### config.mk
export PLATFORM = sky130hd
export DESIGN_NAME = ppg_beat_detect_rate_flat
export DESIGN_NICKNAME = d
export VERILOG_FILES = /design/src/rtl/pbd_pkg.sv /design/src/rtl/pbd_if.sv /design/src/rtl/pbd_datapath.sv /design/src/rtl/pbd_ctrl.sv /design/src/rtl/ppg_beat_detect_rate.sv /design/src/flat_wrapper.sv
export SDC_FILE = /design/constraint.sdc
export NUM_CORES = 1
export LEC_CHECK = 0
export BUFFER_PORTS_ARGS = -buffer_cell sky130_fd_sc_hd__buf_2
export CORE_UTILIZATION = 50
export CTS_BUF_LIST = sky130_fd_sc_hd__clkbuf_2 sky130_fd_sc_hd__clkbuf_4 sky130_fd_sc_hd__clkbuf_8
export CTS_CLUSTER_SIZE = 28
export DETAILED_ROUTE_END_ITERATION = 16
export PLACE_DENSITY = 0.68
export SLEW_MARGIN = 20
export SYNTH_ARGS = -nofsm -noshare
export SYNTH_HDL_FRONTEND = slang
export SYNTH_SLANG_ARGS = --single-unit
### constraint.sdc
create_clock -name clk -period 5.04 [get_ports clk]
set_input_delay 0.252 -clock clk [delete_from_list [all_inputs] [get_ports clk]]
set_output_delay 0.252 -clock clk [all_outputs]
set_load 0.02 [all_outputs]
### src/rtl/pbd_pkg.sv
// ----------------------------------------------------------------------------
// PPG beat detector package
// Shared widths, reset constants, register codes and the command and status
// words between the controller and the datapath.
// ----------------------------------------------------------------------------
package pbd_pkg;

  localparam int SAMPLE_BITS = 20;
  localparam int RAW_BITS    = 18;
  localparam int MS_BITS     = 16;
  localparam int RATE_BITS   = 16;
  localparam int RISE_BITS   = 4;
  localparam int CFG_IDX_BITS  = 2;
  localparam int CFG_DATA_BITS = 20;

  // Divider: one quotient bit per step
  localparam int DIV_STEPS    = RATE_BITS;
  localparam int DIV_CNT_BITS = $clog2(DIV_STEPS);

  typedef logic signed [SAMPLE_BITS-1:0] sample_t;
  typedef logic [RAW_BITS-1:0]           raw_t;
  typedef logic [MS_BITS-1:0]            ms_t;
  typedef logic [RATE_BITS-1:0]          rate_t;
  typedef logic [RISE_BITS-1:0]          rise_t;

  localparam raw_t    THRESH_RESET  = raw_t'(100000);
  localparam sample_t CREST_RESET   = sample_t'(100);
  localparam sample_t TROUGH_RESET  = sample_t'(-100);
  localparam rise_t   RISE_RESET    = rise_t'(2);
  localparam sample_t RUN_MAX_INIT  = sample_t'(-9999);
  localparam sample_t RUN_MIN_INIT  = sample_t'(9999);
  localparam rate_t   RATE_DIVIDEND = rate_t'(60000);

  // Configuration register indexes
  typedef enum logic [CFG_IDX_BITS-1:0] {
    CFG_FINGER_THRESHOLD = 2'd0,
    CFG_CREST_LEVEL      = 2'd1,
    CFG_TROUGH_LEVEL     = 2'd2,
    CFG_RISE_NEEDED      = 2'd3
  } cfg_idx_t;

  // Controller to datapath
  typedef struct packed {
    logic capture;
    logic eval;
    logic div_step;
    logic div_last;
    logic load_out;
  } pbd_cmd_t;

  // Datapath to controller
  typedef struct packed {
    logic need_div;
  } pbd_sts_t;

endpackage

### src/rtl/pbd_if.sv
// ----------------------------------------------------------------------------
// PPG beat detector channels
// Sample channel and result channel, valid/ready handshake.
// ----------------------------------------------------------------------------
interface pbd_in_if;
  import pbd_pkg::*;

  logic    valid;
  logic    ready;
  raw_t    raw_ir;
  sample_t filtered_ir;
  ms_t     elapsed_ms;

  modport source (output valid, raw_ir, filtered_ir, elapsed_ms, input ready);
  modport sink   (input valid, raw_ir, filtered_ir, elapsed_ms, output ready);
endinterface

interface pbd_out_if;
  import pbd_pkg::*;

  logic  valid;
  logic  ready;
  logic  finger_present;
  logic  beat;
  rate_t beat_rate;
  logic  rate_valid;

  modport source (output valid, finger_present, beat, beat_rate, rate_valid, input ready);
  modport sink   (input valid, finger_present, beat, beat_rate, rate_valid, output ready);
endinterface

### src/rtl/pbd_datapath.sv
// ----------------------------------------------------------------------------
// PPG beat detector datapath
// Configuration registers, crest/trough detection state, restoring divider
// for the rate and the result register.
// ----------------------------------------------------------------------------
module pbd_datapath import pbd_pkg::*; (
  input  logic                     clk,
  input  logic                     rst_n,
  input  logic                     cfg_we,
  input  logic [CFG_IDX_BITS-1:0]  cfg_index,
  input  logic [CFG_DATA_BITS-1:0] cfg_data,
  input  raw_t                     in_raw_ir,
  input  sample_t                  in_filtered_ir,
  input  ms_t                      in_elapsed_ms,
  input  pbd_cmd_t                 cmd,
  output pbd_sts_t                 sts,
  output logic                     out_finger_present,
  output logic                     out_beat,
  output rate_t                    out_beat_rate,
  output logic                     out_rate_valid
);

  // Configuration
  raw_t    thresh_r;
  sample_t crest_lvl_r, trough_lvl_r;
  rise_t   rise_need_r;

  // Captured word
  raw_t    raw_r;
  sample_t data_r;
  ms_t     elapsed_r;

  // Detection state
  sample_t prev_r, prev_nxt;
  logic    prev_valid_r, prev_valid_nxt;
  logic    crest_r, crest_nxt;
  logic    trough_r, trough_nxt;
  rise_t   rise_r, rise_nxt;
  sample_t max_r, max_nxt;
  sample_t min_r, min_nxt;
  ms_t     ms_r, ms_nxt;
  rate_t   latest_r;

  // Result of the evaluation
  logic    res_fp_r, res_fp_nxt;
  logic    res_beat_r, res_beat_nxt;
  logic    res_valid_r, res_valid_nxt;
  logic    clear_rate;

  // Divider
  ms_t     dvs_r;
  rate_t   quo_r, quo_nxt;
  ms_t     rem_r, rem_nxt;
  logic [MS_BITS:0] shifted;

  // Output register
  logic    o_fp_r, o_beat_r, o_valid_r;
  rate_t   o_rate_r;

  logic [MS_BITS:0] ms_sum;
  ms_t     ms_sat;
  rise_t   rise_inc;
  logic    crest_tmp;
  logic    need_div;

  // Write configuration registers
  always_ff @(posedge clk) begin
    if (!rst_n) begin
      thresh_r     <= THRESH_RESET;
      crest_lvl_r  <= CREST_RESET;
      trough_lvl_r <= TROUGH_RESET;
      rise_need_r  <= RISE_RESET;
    end else if (cfg_we) begin
      unique case (cfg_idx_t'(cfg_index))
        CFG_FINGER_THRESHOLD: thresh_r     <= cfg_data[RAW_BITS-1:0];
        CFG_CREST_LEVEL:      crest_lvl_r  <= sample_t'(cfg_data[SAMPLE_BITS-1:0]);
        CFG_TROUGH_LEVEL:     trough_lvl_r <= sample_t'(cfg_data[SAMPLE_BITS-1:0]);
        CFG_RISE_NEEDED:      rise_need_r  <= cfg_data[RISE_BITS-1:0];
        default:              thresh_r     <= thresh_r;
      endcase
    end
  end

  // Hold the accepted word
  always_ff @(posedge clk) begin
    if (cmd.capture) begin
      raw_r     <= in_raw_ir;
      data_r    <= in_filtered_ir;
      elapsed_r <= in_elapsed_ms;
    end
  end

  // Evaluate one sample against the detection state
  always_comb begin
    prev_nxt       = prev_r;
    prev_valid_nxt = prev_valid_r;
    crest_nxt      = crest_r;
    trough_nxt     = trough_r;
    rise_nxt       = rise_r;
    max_nxt        = max_r;
    min_nxt        = min_r;
    ms_nxt         = ms_r;
    res_fp_nxt     = 1'b1;
    res_beat_nxt   = 1'b0;
    res_valid_nxt  = 1'b1;
    clear_rate     = 1'b0;
    need_div       = 1'b0;
    crest_tmp      = crest_r;
    rise_inc       = (rise_r != '1) ? rise_r + rise_t'(1) : rise_r;
    ms_sum         = {1'b0, ms_r} + {1'b0, elapsed_r};
    ms_sat         = ms_sum[MS_BITS] ? '1 : ms_sum[MS_BITS-1:0];

    if (raw_r < thresh_r) begin
      // No finger: drop everything
      prev_nxt       = '0;
      prev_valid_nxt = 1'b0;
      crest_nxt      = 1'b0;
      trough_nxt     = 1'b0;
      rise_nxt       = '0;
      max_nxt        = RUN_MAX_INIT;
      min_nxt        = RUN_MIN_INIT;
      ms_nxt         = '0;
      clear_rate     = 1'b1;
      res_fp_nxt     = 1'b0;
      res_valid_nxt  = 1'b0;
    end else begin
      ms_nxt = ms_sat;
      if (prev_valid_r) begin
        if (crest_r && trough_r && (data_r > prev_r)) begin
          rise_nxt = rise_inc;
          if (rise_inc >= rise_need_r) begin
            res_beat_nxt = 1'b1;
            crest_nxt    = 1'b0;
            trough_nxt   = 1'b0;
            rise_nxt     = '0;
            max_nxt      = RUN_MAX_INIT;
            min_nxt      = RUN_MIN_INIT;
          end
        end
        if (!res_beat_nxt) begin
          // Track the crest, then the trough that follows it
          if (data_r > max_r) begin
            max_nxt = data_r;
            if (data_r > crest_lvl_r) crest_tmp = 1'b1;
          end
          crest_nxt = crest_tmp;
          if (crest_tmp && (data_r < min_r)) begin
            min_nxt = data_r;
            if (data_r < trough_lvl_r) trough_nxt = 1'b1;
          end
        end
      end
      if (res_beat_nxt) begin
        if (ms_sat == '0) res_valid_nxt = 1'b0;
        else need_div = 1'b1;
        ms_nxt = '0;
      end
      prev_nxt       = data_r;
      prev_valid_nxt = 1'b1;
    end
  end

  assign sts.need_div = need_div;

  // Restoring divider step: one quotient bit per cycle
  always_comb begin
    shifted = {rem_r, quo_r[RATE_BITS-1]};
    if (shifted >= {1'b0, dvs_r}) begin
      rem_nxt = MS_BITS'(shifted - {1'b0, dvs_r});
      quo_nxt = {quo_r[RATE_BITS-2:0], 1'b1};
    end else begin
      rem_nxt = shifted[MS_BITS-1:0];
      quo_nxt = {quo_r[RATE_BITS-2:0], 1'b0};
    end
  end

  // Advance detection state
  always_ff @(posedge clk) begin
    if (!rst_n) begin
      prev_r       <= '0;
      prev_valid_r <= 1'b0;
      crest_r      <= 1'b0;
      trough_r     <= 1'b0;
      rise_r       <= '0;
      max_r        <= RUN_MAX_INIT;
      min_r        <= RUN_MIN_INIT;
      ms_r         <= '0;
      latest_r     <= '0;
    end else begin
      if (cmd.eval) begin
        prev_r       <= prev_nxt;
        prev_valid_r <= prev_valid_nxt;
        crest_r      <= crest_nxt;
        trough_r     <= trough_nxt;
        rise_r       <= rise_nxt;
        max_r        <= max_nxt;
        min_r        <= min_nxt;
        ms_r         <= ms_nxt;
        if (clear_rate) latest_r <= '0;
      end else if (cmd.div_last) begin
        latest_r <= quo_nxt;
      end
    end
  end

  // Hold the evaluation result and run the divider
  always_ff @(posedge clk) begin
    if (cmd.eval) begin
      res_fp_r    <= res_fp_nxt;
      res_beat_r  <= res_beat_nxt;
      res_valid_r <= res_valid_nxt;
      dvs_r       <= ms_sat;
      quo_r       <= RATE_DIVIDEND;
      rem_r       <= '0;
    end else if (cmd.div_step) begin
      quo_r <= quo_nxt;
      rem_r <= rem_nxt;
    end
  end

  // Load the output register
  always_ff @(posedge clk) begin
    if (cmd.load_out) begin
      o_fp_r    <= res_fp_r;
      o_beat_r  <= res_beat_r;
      o_rate_r  <= latest_r;
      o_valid_r <= res_valid_r;
    end
  end

  assign out_finger_present = o_fp_r;
  assign out_beat           = o_beat_r;
  assign out_beat_rate      = o_rate_r;
  assign out_rate_valid     = o_valid_r;

endmodule

### src/rtl/pbd_ctrl.sv
// ----------------------------------------------------------------------------
// PPG beat detector controller
// Sequences capture, evaluation, the rate division and the result hand-off.
// ----------------------------------------------------------------------------
module pbd_ctrl import pbd_pkg::*; (
  input  logic     clk,
  input  logic     rst_n,
  input  logic     in_valid,
  output logic     in_ready,
  output logic     out_valid,
  input  logic     out_ready,
  input  pbd_sts_t sts,
  output pbd_cmd_t cmd
);

  typedef enum logic [1:0] {
    ST_IDLE,
    ST_EVAL,
    ST_DIV,
    ST_EMIT
  } state_t;

  state_t                  state_r, state_nxt;
  logic [DIV_CNT_BITS-1:0] cnt_r, cnt_nxt;
  logic                    out_valid_r, out_valid_nxt;
  logic                    out_free;
  logic                    div_last;

  assign out_free = !out_valid_r || out_ready;
  assign div_last = (cnt_r == DIV_CNT_BITS'(DIV_STEPS - 1));

  // Next state and commands
  always_comb begin
    state_nxt     = state_r;
    cnt_nxt       = cnt_r;
    out_valid_nxt = out_valid_r && !out_ready;
    cmd           = '0;
    unique case (state_r)
      ST_IDLE: begin
        if (in_valid) begin
          cmd.capture = 1'b1;
          state_nxt   = ST_EVAL;
        end
      end
      ST_EVAL: begin
        cmd.eval = 1'b1;
        cnt_nxt  = '0;
        state_nxt = sts.need_div ? ST_DIV : ST_EMIT;
      end
      ST_DIV: begin
        cmd.div_step = 1'b1;
        cmd.div_last = div_last;
        cnt_nxt      = cnt_r + DIV_CNT_BITS'(1);
        if (div_last) state_nxt = ST_EMIT;
      end
      ST_EMIT: begin
        if (out_free) begin
          cmd.load_out  = 1'b1;
          out_valid_nxt = 1'b1;
          state_nxt     = ST_IDLE;
        end
      end
      default: state_nxt = ST_IDLE;
    endcase
  end

  // Hold state and the result valid flag
  always_ff @(posedge clk) begin
    if (!rst_n) begin
      state_r     <= ST_IDLE;
      cnt_r       <= '0;
      out_valid_r <= 1'b0;
    end else begin
      state_r     <= state_nxt;
      cnt_r       <= cnt_nxt;
      out_valid_r <= out_valid_nxt;
    end
  end

  assign in_ready  = (state_r == ST_IDLE);
  assign out_valid = out_valid_r;

  a_accept_eval: assert property (@(posedge clk) disable iff (!rst_n)
    (in_valid && in_ready) |=> (state_r == ST_EVAL))
    else $error("accepted word not evaluated next cycle");

  a_nodiv_emit: assert property (@(posedge clk) disable iff (!rst_n)
    (state_r == ST_EVAL && !sts.need_div) |=> (state_r == ST_EMIT))
    else $error("word without division did not go to emit");

  a_div_end: assert property (@(posedge clk) disable iff (!rst_n)
    (state_r == ST_DIV && div_last) |=> (state_r == ST_EMIT && cnt_r == '0))
    else $error("divider did not finish after its last step");

  a_valid_src: assert property (@(posedge clk) disable iff (!rst_n)
    $rose(out_valid_r) |-> $past(state_r == ST_EMIT))
    else $error("result shown without an emit");

endmodule

### src/rtl/ppg_beat_detect_rate.sv
// ----------------------------------------------------------------------------
// PPG beat detector and heart-rate estimator
// Crest/trough beat detection on the filtered IR signal, finger detection on
// the raw reading and a beat rate of 60000 / ms since the previous beat.
// ----------------------------------------------------------------------------
// Channel   Dir  Word
// in_ch     in   raw_ir[17:0], filtered_ir[19:0] signed, elapsed_ms[15:0]
// out_ch    out  finger_present, beat, beat_rate[15:0], rate_valid
// cfg_*     in   cfg_we, cfg_index[1:0], cfg_data[19:0], no read-back
//
// A word passes through capture, evaluate and emit; a beat with a non-zero
// interval adds a pass through the restoring divider, one quotient bit per step.
// A new word is taken once the previous one sits in the output register, so
// a result may wait for the sink while the next word is accepted.
// Emit stalls while the output register still holds an untaken result.
// Synchronous active-low reset; no clearing pass.
// ----------------------------------------------------------------------------
module ppg_beat_detect_rate import pbd_pkg::*; (
  input  logic                     clk,
  input  logic                     rst_n,
  pbd_in_if.sink                   in_ch,
  pbd_out_if.source                out_ch,
  input  logic                     cfg_we,
  input  logic [CFG_IDX_BITS-1:0]  cfg_index,
  input  logic [CFG_DATA_BITS-1:0] cfg_data
);

  pbd_cmd_t cmd;
  pbd_sts_t sts;

  pbd_ctrl u_ctrl (
    .clk       (clk),
    .rst_n     (rst_n),
    .in_valid  (in_ch.valid),
    .in_ready  (in_ch.ready),
    .out_valid (out_ch.valid),
    .out_ready (out_ch.ready),
    .sts       (sts),
    .cmd       (cmd)
  );

  pbd_datapath u_datapath (
    .clk                (clk),
    .rst_n              (rst_n),
    .cfg_we             (cfg_we),
    .cfg_index          (cfg_index),
    .cfg_data           (cfg_data),
    .in_raw_ir          (in_ch.raw_ir),
    .in_filtered_ir     (in_ch.filtered_ir),
    .in_elapsed_ms      (in_ch.elapsed_ms),
    .cmd                (cmd),
    .sts                (sts),
    .out_finger_present (out_ch.finger_present),
    .out_beat           (out_ch.beat),
    .out_beat_rate      (out_ch.beat_rate),
    .out_rate_valid     (out_ch.rate_valid)
  );

endmodule
### src/flat_wrapper.sv
// flat-port wrapper written by rule: the top's interface ports become plain ports
module ppg_beat_detect_rate_flat import pbd_pkg::*;
  (clk, rst_n, cfg_we, cfg_index, cfg_data, in_ch_valid, in_ch_raw_ir, in_ch_filtered_ir, in_ch_elapsed_ms, in_ch_ready, out_ch_valid, out_ch_finger_present, out_ch_beat, out_ch_beat_rate, out_ch_rate_valid, out_ch_ready);
  pbd_in_if in_ch_i ();
  pbd_out_if out_ch_i ();
  input  logic clk;
  input  logic rst_n;
  input  logic cfg_we;
  input  logic [CFG_IDX_BITS-1:0] cfg_index;
  input  logic [CFG_DATA_BITS-1:0] cfg_data;
  input wire logic [$bits(in_ch_i.valid)-1:0] in_ch_valid;
  input wire logic [$bits(in_ch_i.raw_ir)-1:0] in_ch_raw_ir;
  input wire logic [$bits(in_ch_i.filtered_ir)-1:0] in_ch_filtered_ir;
  input wire logic [$bits(in_ch_i.elapsed_ms)-1:0] in_ch_elapsed_ms;
  output wire logic [$bits(in_ch_i.ready)-1:0] in_ch_ready;
  output wire logic [$bits(out_ch_i.valid)-1:0] out_ch_valid;
  output wire logic [$bits(out_ch_i.finger_present)-1:0] out_ch_finger_present;
  output wire logic [$bits(out_ch_i.beat)-1:0] out_ch_beat;
  output wire logic [$bits(out_ch_i.beat_rate)-1:0] out_ch_beat_rate;
  output wire logic [$bits(out_ch_i.rate_valid)-1:0] out_ch_rate_valid;
  input wire logic [$bits(out_ch_i.ready)-1:0] out_ch_ready;
  assign in_ch_i.valid = in_ch_valid;
  assign in_ch_i.raw_ir = in_ch_raw_ir;
  assign in_ch_i.filtered_ir = in_ch_filtered_ir;
  assign in_ch_i.elapsed_ms = in_ch_elapsed_ms;
  assign in_ch_ready = in_ch_i.ready;
  assign out_ch_valid = out_ch_i.valid;
  assign out_ch_finger_present = out_ch_i.finger_present;
  assign out_ch_beat = out_ch_i.beat;
  assign out_ch_beat_rate = out_ch_i.beat_rate;
  assign out_ch_rate_valid = out_ch_i.rate_valid;
  assign out_ch_i.ready = out_ch_ready;
  ppg_beat_detect_rate u_core (.clk(clk), .rst_n(rst_n), .in_ch(in_ch_i), .out_ch(out_ch_i), .cfg_we(cfg_we), .cfg_index(cfg_index), .cfg_data(cfg_data));
endmodule
* Yosys cells after proc, flatten, opt, wreduce, memory -nomap -nowiden
Index checks and enable logic that the tools add are counted.
** Word-level totals
- Flip-flop bits (word level) :: 292
- Input bits :: 81
- Output and inout port bits :: 21
- Word-level logic and storage cells :: 147
** Operators by class
- Add/sub/neg operators :: 4
- Magnitude comparators :: 8
- Equal/unequal tests :: 14
- Multiplexer cells :: 69
- Reduce and logical (&&, ||, !) cells :: 23
** Operators by type and width (number)
- 2-to-1 mux 20 bit :: 13
- 2-to-1 mux 16 bit :: 7
- greater-than comparator 20 bit :: 3
- < comparator 20 bit :: 2
- 2-to-1 mux 1 bit :: 38
- 2-to-1 mux 4 bit :: 5
- < comparator 18 bit :: 1
- adder 16 x 16 -> 17 bit :: 1
- >= comparator 17 x 16 -> 1 bit :: 1
- logical NOT 16 bit :: 1
- subtractor 16 bit :: 1
- AND reduction 2 bit :: 6
- adder 4 x 1 -> 4 bit, second input constant :: 2
- == test 2 bit, second input constant :: 4
- 2-to-1 mux 2 bit :: 4
- != test 2 bit, second input constant :: 4
- case mux 2 bit (4 select lines) :: 1
- case mux 4 bit (2 select lines) :: 1
- nonzero test 2 bit :: 4
- != test 3 bit, second input constant :: 2
- AND reduction 3 bit :: 2
- == test 2 x 1 -> 1 bit, second input constant :: 2
- == test 4 bit, second input constant :: 1
- >= comparator 4 bit :: 1
- 6 further kinds :: 11

* Logic depth before layout (Yosys ltp)
- Word-level depth :: 15
- Gate-level depth with buffers :: 13
- Mapped depth without buffers :: 12

* Modules after synthesis
Synthesis repeated with hierarchy kept, for this count alone.
** Second synthesis, totals
- Cell total of the unflattened synthesis :: 1624
- Area, all modules :: 15422.3 um^2
** Modules (own cells, without submodules)
- pbd_datapath :: times used 1, cells an instance 1577, area an instance 14995.6 um^2, seq. area each 6626.4 um^2
- pbd_ctrl :: times used 1, cells an instance 47, area an instance 426.7 um^2, seq. area each 140.1 um^2

* Least setup slack after synthesis
OpenSTA, ideal clock, no wires.
- Path type :: register to register
- Start point :: register u_core.u_datapath.rise_r[0]
- End point :: register u_core.u_datapath.max_r[0]
- Setup time :: 0.142 ns
- Arrival :: 2.573 ns
- Data required time :: 4.898 ns
- Slack :: 2.326 ns
- Stages on the path, launching flop included :: 12
- Buffers on the path :: 1
- Period minus slack after synthesis :: 2.714 ns
- Path through :: dfxtp_1 -> ha_1 -> nand3_1 -> mux2_2 -> ha_1 -> a21o_1 -> a21o_1 -> a21oi_1 -> a211o_1 -> a21o_1 -> clkbuf_1 -> o211ai_1
** On the way
- Cells in the longest elaborated chain, start to end :: 10
- Elaborated cells between the ends (all ways) :: 14
- Classes of those cells :: 1 x add/sub; 1 x order compare; 1 x eq/ne; 11 x mux
** RTL lines
- from (decl) :: line pbd_datapath.sv:38 : rise_t rise_r, rise_nxt;
- from (signal assigned) :: line pbd_datapath.sv:195 : rise_r <= rise_nxt;
- adder 4 x 1 -> 4 bit or != test 4 bit (tied branches) :: line pbd_datapath.sv:109 : rise_inc = (rise_r != '1) ? rise_r + rise_t'(1) : rise_r;
- 2-to-1 mux 4 bit * :: line pbd_datapath.sv:109
- >= comparator 4 bit * :: line pbd_datapath.sv:131 : if (rise_inc >= rise_need_r) begin
- 2-to-1 mux 1 bit :: line pbd_datapath.sv:131
- 2-to-1 mux 1 bit :: line pbd_datapath.sv:129 : if (crest_r && trough_r && (data_r > prev_r)) begin
- 2-to-1 mux 1 bit :: line pbd_datapath.sv:128 : if (prev_valid_r) begin
- 2-to-1 mux 1 bit :: line pbd_datapath.sv:113 : if (raw_r < thresh_r) begin
- 2-to-1 mux 20 bit * :: line pbd_datapath.sv:140 : if (!res_beat_nxt) begin
- 2-to-1 mux 20 bit * :: line pbd_datapath.sv:128
- 2-to-1 mux 20 bit * :: line pbd_datapath.sv:113
- to (signal assigned) :: line pbd_datapath.sv:196 : max_r <= max_nxt;
- to (decl) :: line pbd_datapath.sv:39 : sample_t max_r, max_nxt;
Every way passes the cells marked *; elsewhere a longest branch is shown, timed or not. The select of a mux whose other input is x is not followed.
A chain may end at the register's enable or synchronous reset.

* Worst setup path in the final report
- Start point :: register u_core.u_datapath.rise_r[0]
- End point :: register u_core.u_datapath.trough_r
** On the way
- Cells in the longest elaborated chain, start to end :: 10
- Elaborated cells between the ends (all ways) :: 15
- Classes of those cells :: 1 x add/sub; 1 x order compare; 1 x eq/ne; 12 x mux
** RTL lines
- adder 4 x 1 -> 4 bit or != test 4 bit (tied branches) :: line pbd_datapath.sv:109
- 2-to-1 mux 4 bit * :: line pbd_datapath.sv:109
- >= comparator 4 bit * :: line pbd_datapath.sv:131
- 2-to-1 mux 1 bit :: line pbd_datapath.sv:131
- 2-to-1 mux 1 bit :: line pbd_datapath.sv:129
- 2-to-1 mux 1 bit (on tied branches) :: line pbd_datapath.sv:149, pbd_datapath.sv:128
- 2-to-1 mux 1 bit (on tied branches) :: line pbd_datapath.sv:147, pbd_datapath.sv:113
- 2-to-1 mux 1 bit * :: line pbd_datapath.sv:140
- 2-to-1 mux 1 bit * :: line pbd_datapath.sv:128
- 2-to-1 mux 1 bit * :: line pbd_datapath.sv:113
- to (signal assigned) :: line pbd_datapath.sv:194 : trough_r <= trough_nxt;
- to (decl) :: line pbd_datapath.sv:37 : logic trough_r, trough_nxt;
Marks and branches as above.

==> impl_results.md <==
- Global-route wire length before repair: between 50 and 60 mm
- Sequential share of the synthesized area: 44.67%
- Min-delay src: cfg_index[0]
- Setup total negative slack: 0 ps
- # hold bufs at CTS: 75
- Final Net Count: slightly above 2k
- GPL Wtd Cong: approximately 0.84
- Clock sink count: around 300
- Max Used Layer: met4
- Initial antenna violation count: 0
- Hold path depth: 4
- RSZ-0062 raised after global routing: false
- Yosys Warn Count: 0
- Fin. max-slew vios: 0
- WL final: 36.39 mm
- CTS clk-pin slew, worst paths: 60 ps
- Met2 routed WL: 16.91 mm
- Signal arrival time at the worst endpoint: 4190 ps
- Power Density: 493.5 nW/um2
- Vias in the first global route: 11.81k
- Status: completed
- Leading cell types by total area after synthesis: dfxtp_1, edfxtp_1, ha_1, nand2_1, a21oi_1
- Flops & latches, synth: 292
- Fillcell total: 2555
- Core area: between 20000 and 30000 um2
- Commonest non-fill, non-tap cells in the layout: nand2_1, dfxtp_1, ha_1
- Flop2flop setup slack: approximately 1400 ps
- Leading area contributor after synthesis: dfxtp_1
- Setup-failing EPs final: 0
- Routed vias: 12.16k
- Worst-margin pin slew: between 900 and 1000 ps
- Wl on met1: 17.02 mm
- R2R depth: 11
- Initial Utilization: 50.97%
- Largest net degree at the start of global routing: 61
- Root buffer selected by CTS: clkbuf_8
- Peak supply drop: about 0.28 mV
- Post-Syn Nets: 1857
- Crit Path Category: register to register
- GRT Total Usage: 23.86%
- Die Footprint: 30990 um2
- Synthesized cell area: 15150 um2
- Leakage: 7.482 nW
- Post-CTS sizing: 0
- CP startpoint kind: register
- DRT Pass-1 Iters: 5
- DP HPWL: 24.61 mm
- Grt total ovfl: 0
- Ys flop type: dfxtp_1
- Cell count after synthesis: 1617
- Critical R2R Capture: u_core.u_datapath.trough_r$_SDFFE_PN0P_
- Clk buf depth: 3
- Post-DR wirelength/cell: 16.40 um
- DRC: 0
- Layout area overhead: 16.64%
- Seq. cell area: 6766 um2
- FP Rows: 63
- Total Power: 8.719 mW
- IO Count: 102
- Via density: 5.481
- Routed Antenna Nets: 0
- Synth async-reset ratio: 0%
- Leading cell type in the layout, fill and taps excluded: nand2_1
- Hold Crit Class: input pin to register
- Post-synth cell types: 83
- CP max FO: 23
- Clk_lat worst skew: 570 ps
- H-tree depth: 2
- R2r startpoint: u_core.u_datapath.rise_r[0]$_SDFFE_PN0P_
- Clock Skew: 19.23 ps
- TritonCTS buffer count: 49
- Hold Fails Final Rpt: 0
- Share of post-route cells with drive strength above 1: 13.01%
- Post-synth EDFFs: 92
- Yosys top cell area share: a little over a quarter
- Synthesized area per cell: 9.367 um2
- Die width: between 150 and 200 um
- CTS tree: yes
- Fmax: 0.2711 GHz
- Data required, critical path: 5540 ps
- Chip Height: 176.1 um
- Diodes inserted: 0
- Hold endpoint: u_core.u_datapath.trough_lvl_r[6]$_SDFFE_PN0P_
- Post-CTS Setup Repair Bufs: 0
- Max transition margin: approximately two fifths
- First DRT Iteration DRCs: 693
- IO Port Bufs: 101
- Fin crit period: 3689 ps
- Critical path capture point type: register
- Multi-input gate area: 7507 um2
- Tcrit/Tclk final: 73.19%
- Met3 WL: 1.613 mm
- Max-Cap Viols: 0
[stage by stage]
| step | instances | worst slack, ps | util, % | hold WS, ps | instance area (um2) |
|---|---|---|---|---|---|
| 2_1_floorplan | 1617 | 2326 | - | 350.9 | 15150 |
| 3_3_place_gp | 2053 | 1474 | 53.59 | 417.8 | 15930 |
| 3_5_place_dp | 2053 | 1388 | 53.59 | 419.5 | 15930 |
| 4_1_cts | 2219 | 1349 | 59.42 | 194.3 | 17660 |
| 5_1_grt | 2219 | 965.3 | 59.45 | 229.8 | 17670 |
| 6_report | 2219 | 1351 | 59.45 | 224.1 | 17670 |
[synthesized netlist by cell type (all sizes together) (3+ instances only)]
library cell	n
edfxtp	92
nand2	205
a311oi	4
o311ai	4
a311o	3
nand4	25
clkbuf	44
a221oi	3
a211o	6
inv	156
nor2b	17
xor2	7
nor3	17
nor2	109
or2	5
a32o	3
o21ai	56
ha	157
mux2i	50
a21oi	147
a31o	3
and2	7
nand2b	14
dfxtp	200
nand3	56
a2111oi	4
o21a	11
o211ai	39
buf	22
nor4	9
o31ai	5
a22oi	15
a211oi	20
a31oi	15
xnor2	15
nor3b	4
o2111ai	4
a21o	25
nand3b	6
a21boi	3
[layout make-up]
class,count,area share [%]
clock buffers,69,4.950
inverters,156,3.314
well taps,390,2.762
clock inverters,22,0.6020
flip-flops and latches,292,38.30
multi-input cells,1103,42.49
repair buffers,187,7.578
[where the power goes]
part	total [mW]	switching, mW	internal [mW]
Clock	2.08	0.954	1.12
Combinational	3.33	2.05	1.29
Sequential	3.31	0.345	2.96
[how the worst max path moves through the flow]
stage,cells after the start,start,slack [ps],to
6_report,11,u_core.u_datapath.rise_r[0]$_SDFFE_PN0P_,1350,u_core.u_datapath.trough_r$_SDFFE_PN0P_
3_5_place_dp,11,u_core.u_datapath.rise_r[0]$_SDFFE_PN0P_,1390,u_core.u_datapath.trough_r$_SDFFE_PN0P_
2_1_floorplan,11,u_core.u_datapath.rise_r[0]$_SDFFE_PN0P_,2330,u_core.u_datapath.max_r[0]$_SDFFE_PN1P_
3_3_place_gp,11,u_core.u_datapath.rise_r[0]$_SDFFE_PN0P_,1470,u_core.u_datapath.trough_r$_SDFFE_PN0P_
5_1_grt,12,u_core.u_datapath.rise_r[0]$_SDFFE_PN0P_,970,u_core.u_datapath.trough_r$_SDFFE_PN0P_
4_1_cts,11,u_core.u_datapath.rise_r[0]$_SDFFE_PN0P_,1350,u_core.u_datapath.trough_r$_SDFFE_PN0P_
[critical path, stage by stage (launching register included)]
cell      delay [ps]
dfxtp_1          350
ha_1             250
nand3_1          150
mux2_2           360
ha_1             280
a21o_1           150
a21o_1           180
a21oi_1          280
a211o_1          440
a21o_1           700
o311ai_0         270
o21ai_0          200
[logic make-up after synthesis]
| family | Yosys count | share of synthesized area, % |
|---|---|---|
| AOI/OAI and AO/OA | 383 | 16.76 |
| buffers and inverters | 222 | 5.947 |
| xor gates and xnor gates | 22 | 1.272 |
| and+or+nand+nor | 487 | 14.66 |
| adders and majority gates | 159 | 13.23 |
| DFF | 292 | 44.67 |
| muxes | 52 | 3.453 |
[registers in the layout, summed over array words and instances, names as in the netlist, 18 cells and up]
name and flops:
u_core.u_datapath.crest_lvl_r 20, u_core.u_datapath.data_r 20, u_core.u_datapath.max_r 20, u_core.u_datapath.min_r 20
u_core.u_datapath.prev_r 20, u_core.u_datapath.raw_r 18, u_core.u_datapath.thresh_r 18, u_core.u_datapath.trough_lvl_r 20
[metal layers]
| layer | global-route usage, % | vias up |
|---|---|---|
| met3 | 3.467 | 70 |
| met2 | 39.81 | 316 |
| met4 | 7.138 | 0 |
| met1 | 31.91 | 5678 |
| li1 | - | 6098 |
| met5 | 0 | - |
(Power assumes the default switching activity.)
